<file path="src/rtl/msb_first_bit_buffer_access_top_defines.svh">
`ifndef MSB_FIRST_BIT_BUFFER_ACCESS_TOP_DEFINES_SVH
`define MSB_FIRST_BIT_BUFFER_ACCESS_TOP_DEFINES_SVH

// Check that cond holds in the same cycle whenever trig holds.
`define MFBA_ASSERT_NOW(label, trig, cond, msg) \
  label: assert property (@(posedge clk_i) disable iff (!rst_ni) (trig) |-> (cond)) \
    else $error(msg);

// Check that cond holds in the cycle after trig holds.
`define MFBA_ASSERT_NEXT(label, trig, cond, msg) \
  label: assert property (@(posedge clk_i) disable iff (!rst_ni) (trig) |=> (cond)) \
    else $error(msg);

`endif

</file>
<file path="src/rtl/mfba_pkg.sv">
package mfba_pkg;

  // Bit limits per action
  localparam int unsigned READ_MAX_BITS  = 32;
  localparam int unsigned WRITE_MAX_BITS = 64;

  // Action codes
  localparam logic [2:0] ACT_REWIND = 3'd0;
  localparam logic [2:0] ACT_LOAD   = 3'd1;
  localparam logic [2:0] ACT_READ   = 3'd2;
  localparam logic [2:0] ACT_WRITE  = 3'd3;
  localparam logic [2:0] ACT_SKIP   = 3'd4;
  localparam logic [2:0] ACT_DUMP   = 3'd5;

  // Commands from the controller to the datapath
  typedef struct packed {
    logic clear;     // write one zero byte of the clearing pass
    logic latch;     // capture the incoming transaction
    logic exec;      // rewind, load and skip actions, issue first store read
    logic step;      // consume one byte of a read or write
    logic out_load;  // load the result register
  } mfba_cmd_t;

  // Status from the datapath to the controller
  typedef struct packed {
    logic clear_done;  // last store entry is being cleared
    logic mem_work;    // read or write with bits to move
    logic more;        // another byte follows this step
    logic out_free;    // result register can take a new result
  } mfba_sts_t;

endpackage

</file>
<file path="src/rtl/mfba_ctrl.sv">
`include "msb_first_bit_buffer_access_top_defines.svh"

module mfba_ctrl (
  input  logic                 clk_i,
  input  logic                 rst_ni,
  input  logic                 in_valid_i,
  output logic                 in_ready_o,
  output mfba_pkg::mfba_cmd_t  cmd_o,
  input  mfba_pkg::mfba_sts_t  sts_i
);
  import mfba_pkg::*;

  typedef enum logic [2:0] {
    S_CLEAR,
    S_IDLE,
    S_DECODE,
    S_STEP,
    S_FINISH
  } state_e;

  state_e state_q, state_d;

  // Decode commands and next state
  always_comb begin
    state_d    = state_q;
    cmd_o      = '0;
    in_ready_o = 1'b0;
    case (state_q)
      S_CLEAR: begin
        cmd_o.clear = 1'b1;
        if (sts_i.clear_done) begin
          state_d = S_IDLE;
        end
      end
      S_IDLE: begin
        in_ready_o = 1'b1;
        if (in_valid_i) begin
          cmd_o.latch = 1'b1;
          state_d     = S_DECODE;
        end
      end
      S_DECODE: begin
        cmd_o.exec = 1'b1;
        state_d    = sts_i.mem_work ? S_STEP : S_FINISH;
      end
      S_STEP: begin
        cmd_o.step = 1'b1;
        if (!sts_i.more) begin
          state_d = S_FINISH;
        end
      end
      S_FINISH: begin
        if (sts_i.out_free) begin
          cmd_o.out_load = 1'b1;
          state_d        = S_IDLE;
        end
      end
      default: begin
        state_d = S_IDLE;
      end
    endcase
  end

  // Hold state; the clearing pass runs first after reset
  always_ff @(posedge clk_i or negedge rst_ni) begin
    if (!rst_ni) begin
      state_q <= S_CLEAR;
    end else begin
      state_q <= state_d;
    end
  end

  `MFBA_ASSERT_NEXT(latch_then_exec_a, cmd_o.latch, cmd_o.exec,
                    "captured transaction was not decoded next cycle")
  `MFBA_ASSERT_NOW(load_when_free_a, cmd_o.out_load, sts_i.out_free,
                   "result register overwritten while still held")
  `MFBA_ASSERT_NEXT(step_follow_a, cmd_o.step,
                    (state_q == S_STEP) || (state_q == S_FINISH),
                    "byte step left the transfer unexpectedly")

endmodule

</file>
<file path="config.mk">
export PLATFORM = sky130hd
export DESIGN_NAME = mfba_ctrl
export DESIGN_NICKNAME = d
export VERILOG_FILES = /design/src/rtl/mfba_pkg.sv /design/src/rtl/mfba_ctrl.sv
export VERILOG_INCLUDE_DIRS = /design/src /design/src/rtl
export SDC_FILE = /design/constraint.sdc
export NUM_CORES = 1
export LEC_CHECK = 0
export ABC_AREA = 1
export BUFFER_PORTS_ARGS = -buffer_cell sky130_fd_sc_hd__buf_2
export CAP_MARGIN = 10
export CORE_AREA = 8 8 45 47
export DETAILED_ROUTE_END_ITERATION = 6
export DIE_AREA = 0 0 53 55
export GPL_TIMING_DRIVEN = 0
export SYNTH_ARGS = -nofsm -noshare
export SYNTH_HDL_FRONTEND = slang
export SYNTH_SLANG_ARGS = --single-unit
</file>
<file path="constraint.sdc">
create_clock -name clk_i -period 1 [get_ports clk_i]
set_input_delay 0.3 -clock clk_i [delete_from_list [all_inputs] [get_ports clk_i]]
set_output_delay 0.3 -clock clk_i [all_outputs]
set_load 0.02 [all_outputs]
</file>
==> results <==
- The fraction of post-synthesis cell area in the top cell type by area is 32.61%.
- The floorplan has 14 rows.
- The maximum clock insertion buffer count is 2.
- For this block, the routed nets add up to 1100 um of wire.
- By instance count, the leading cell after synthesis is nand2_1.
- For this run, the leading register cell type out of synthesis is dfrtp_1.
- The basic-gate share of the synthesized area counting and, or, nand and nor cells is approximately half.
- The buffer type at the clock tree root is clkbuf_4.
- The biggest area contributor in the post-synthesis netlist is dfrtp_1.
- Yosys mapped a number of flops with a built-in enable equal to 0.
- The utilization of the core after routing is a little over two fifths.
- 0 antenna diodes ended up in the layout.
- The average cell area after synthesis is about 6 um^2.
- The clock net sink count is 3.
- The number of warnings reported in the yosys synthesis log is 0.
- On the worst path, the slowest cell contributes a delay of 0.44 ns.
- The floorplan step set the die width to between 50 and 60 um.
- The via count of the first global-routing pass is 361.
- For this run, design rule violations remaining after detail routing come to 0.
- The largest registers in the layout are state_q: 3 flops.
- The worst path setup slack after routing is -0.4510 ns.
- Across every metal layer, demand over resource in global routing totals 6.681%.
- The synthesized netlist devotes 0% of its cell area to adder and majority cells.
- The area growth from synthesis to layout is 163.6%.
- By area, the combinational part of the netlist is dominated by simple AND/OR/NAND/NOR gates.
- IR analysis of the VDD net gives a maximum drop of 0.0009580 V.
- Before antenna repair, the detailed router went through 4 iterations.
- The fraction of the cycle the final worst path needs is 145.1%.
- The H-tree level count is 1.
- The source of the worst register-to-register timing path is state_q[1].
- Across the routed clock network, the largest skew measured is between 0.001 and 0.0015 ns.
- The number of max-cap violations is 0.
- Traced cell by cell, the critical path runs through inv_2, nand2_2, nor2_4, buf_6.
- For the pin with the worst max-slew slack, the measured transition is ~0.17 ns.
- The worst setup slack after placement is -0.2934 ns.
- The setup TNS is -3.423 ns.
- The run finished, with violations left.
- In this run the remaining antenna-violating nets after routing total 0.
- The endpoint type of the worst setup path is a primary output.
- The worst reg2reg path endpoint is state_q[0].
- Setup slack on the worst reg-to-reg path comes out at -0.31 ns.
- Power comes to 2.283 mW.
- The number of nets in the final layout is 78.
- Headroom to the max-slew limit came out at 88.73%.
- The required time of the worst setup path is 0.70 ns.
- After filler insertion, the fill cell instance count of the layout stands at approximately 140.
- The timing-limited maximum frequency is slightly below 700 MHz.
- The largest net degree at the start of global routing is 5.
- The region available for standard cell placement spans 1384 um^2.
- Setup violations remaining at the end of the flow were counted as 9.
- In this run, CTS created clock tree buffers numbering 3.
- The analysis attributes to cell leakage a power of 0.3166 nW.
- Clock-pin slew was measured on the worst setup and hold paths at roughly 0.04 ns.
- In this run the power density over the cells is about 3800 nW/um^2.
- The checks that failed: setup timing.
- Grouping stages by cell kind, the critical path spends the most delay in flip-flops.
- The path class of the tightest hold or removal check is input port to async pin.
- The hold violation count in the final report came to 0.
- Detailed placement ended at an HPWL of about 540 um.
- STA puts the critical path data arrival time at 1.15 ns.
- Tracing the worst setup path back leads to its startpoint at state_q[2].
- Summing the areas of all compound-gate instances in the mapped netlist gives ~5.4% of the synthesized area.
- The worst-path maximum fanout is 4.
- By startpoint and endpoint, the worst setup path is classified as flip-flop to primary output.
- The number of top-level pins is 13.
- The total buffers and inverters traversed by the critical path is 2.
- The critical path runs through a total of 4 cells.
- The register with the most flip-flops in the layout has 3 of them.
- Counting I/O delays and the setup requirement, the final critical path takes between 1 and 1.5 ns.
- The capture point of the critical path is cmd_o[2].
- Synthesis inferred 3 register bits.
- After synthesis, the share of flip-flops with an asynchronous set or reset is 100.0%.
- The detailed-route vias per instance is roughly 4.5.
- The initial utilization of the core area, before any placement, comes to 16.64%.
- The die height is 55 um.
- Setup repair after global routing could not meet its margin everywhere.
- The routed length per placed instance is approximately 13 um.
- The number of library cell types mapped by synthesis is 12.
- In the post-synthesis netlist, the biggest area contributors are dfrtp_1 (33%), nand2_1 (16%), inv_1 (9.8%).
- The die covers 2915 um^2.
- When the netlist entered floorplanning its net count stood at 45.
- Counting flops per register, the top entry is state_q.
- For this run the aggregate overflow at the end of global routing stands at 0.
- The portion of synthesized area spent on multiplexers is 0%.
- The xor/xnor share of the synthesized area is 0%.
- The largest individual stage delay along the critical path comes from the cell dfrtp_2.
- The number of cells traversed by the worst register-to-register path is 9.
- The number of antenna violations at the first check in global routing is 0.
- The weighted congestion reported at the end of routability-driven placement is ~0.76.
- By count the netlist is led by nand2_1 (10), inv_1 (6), nor2_1 (5), nand3_1 (4), dfrtp_1 (3).
- The first global-routing pass estimated 1421 um of wire.
- The TritonCTS clock tree is done.
- The instance count of the mapped netlist is 38.
- The final-report max-slew violation count came to 0.
- At the later pin of the worst-skew pair, clock insertion delay measures approximately 0.23 ns.
- The kind of launch point of the worst setup path is a flip-flop.
- The detailed router finished its first iteration with 9 violations.
- Cells with a size suffix above 1 make up between 70% and 80% of the layout.
- The mapped netlist covers roughly 230 um^2.
- The routed layout has about 390 vias.
- Port buffering added 12 buffers.
- Of the synthesized area, sequential elements account for roughly a third.
-- logic make-up (layout without fill, tap and decap cells) --
family,count (synthesis),in the layout
buf+inv,8,40
flops,3,3
compound gates,2,2
simple gates,25,25
-- cell usage in the layout (no fill, tap or decap), types with 2 or more instances in the layout --
cell type and instances:
nand2_2 2, buf_4 11, nor2_4 6, buf_6 10, inv_1 4, clkbuf_4 3, nand3_2 2, nand2_4 2
dfrtp_2 3, buf_2 6, nand2_1 8, inv_2 4
-- stage by stage --
stage | hold slack, ns | instance area, um^2 | std cells
after global placement | 0.09799 | 341.6 | 66
final | 0.3872 | 606.8 | 86
after CTS | 0.3683 | 529.3 | 84
after detailed placement | 0.1002 | 341.6 | 66
after floorplan | 0.004409 | 261.5 | 38
after global routing | 0.3969 | 606.8 | 86
-- what timing repair did --
action                                 4_1_cts  5_1_grt
hold buffers                                 1        0
pin swaps                                    7        6
buffers inserted                            13        5
gates resized for setup                     16       15
endpoints found under the hold margin        3        0
setup endpoints to repair                    9        9
-- worst min path at each step --
stage,start,to,slack (ns)
after floorplan,rst_ni,state_q[0],0.004
after global placement,rst_ni,state_q[2],0.1
after detailed placement,rst_ni,state_q[2],0.10
after CTS,sts_i[2],state_q[2],0.37
after global routing,rst_ni,state_q[1],0.40
final,rst_ni,state_q[2],0.39
-- routing by layer --
layer	routed length, um	vias to the layer above	track usage, %
met1	353	185	5.046
li1	-	179	-
met4	0	0	2.586
met3	82	0	2.674
met5	0	-	0
met2	664	22	14.26
-- where the power goes --
part	internal, mW	leakage (nW)	switching (mW)
Sequential	0.195	0.0344	0.109
Combinational	0.907	0.267	0.859
Clock	0.150	0.0150	0.0635
Total	1.25	0.317	1.03
-- cell type report --
cell class	instances	area, um^2	area share [%]
Timing Repair Buffer	28	235.2	38.76
Multi-Input combinational cell	27	216.5	35.67
Sequential cell	3	78.83	12.99
Inverter	8	30.03	4.948
Clock buffer	4	26.28	4.330
Tap cell	16	20.02	3.299
No activity file was read; power rests on OpenSTA's default activity.
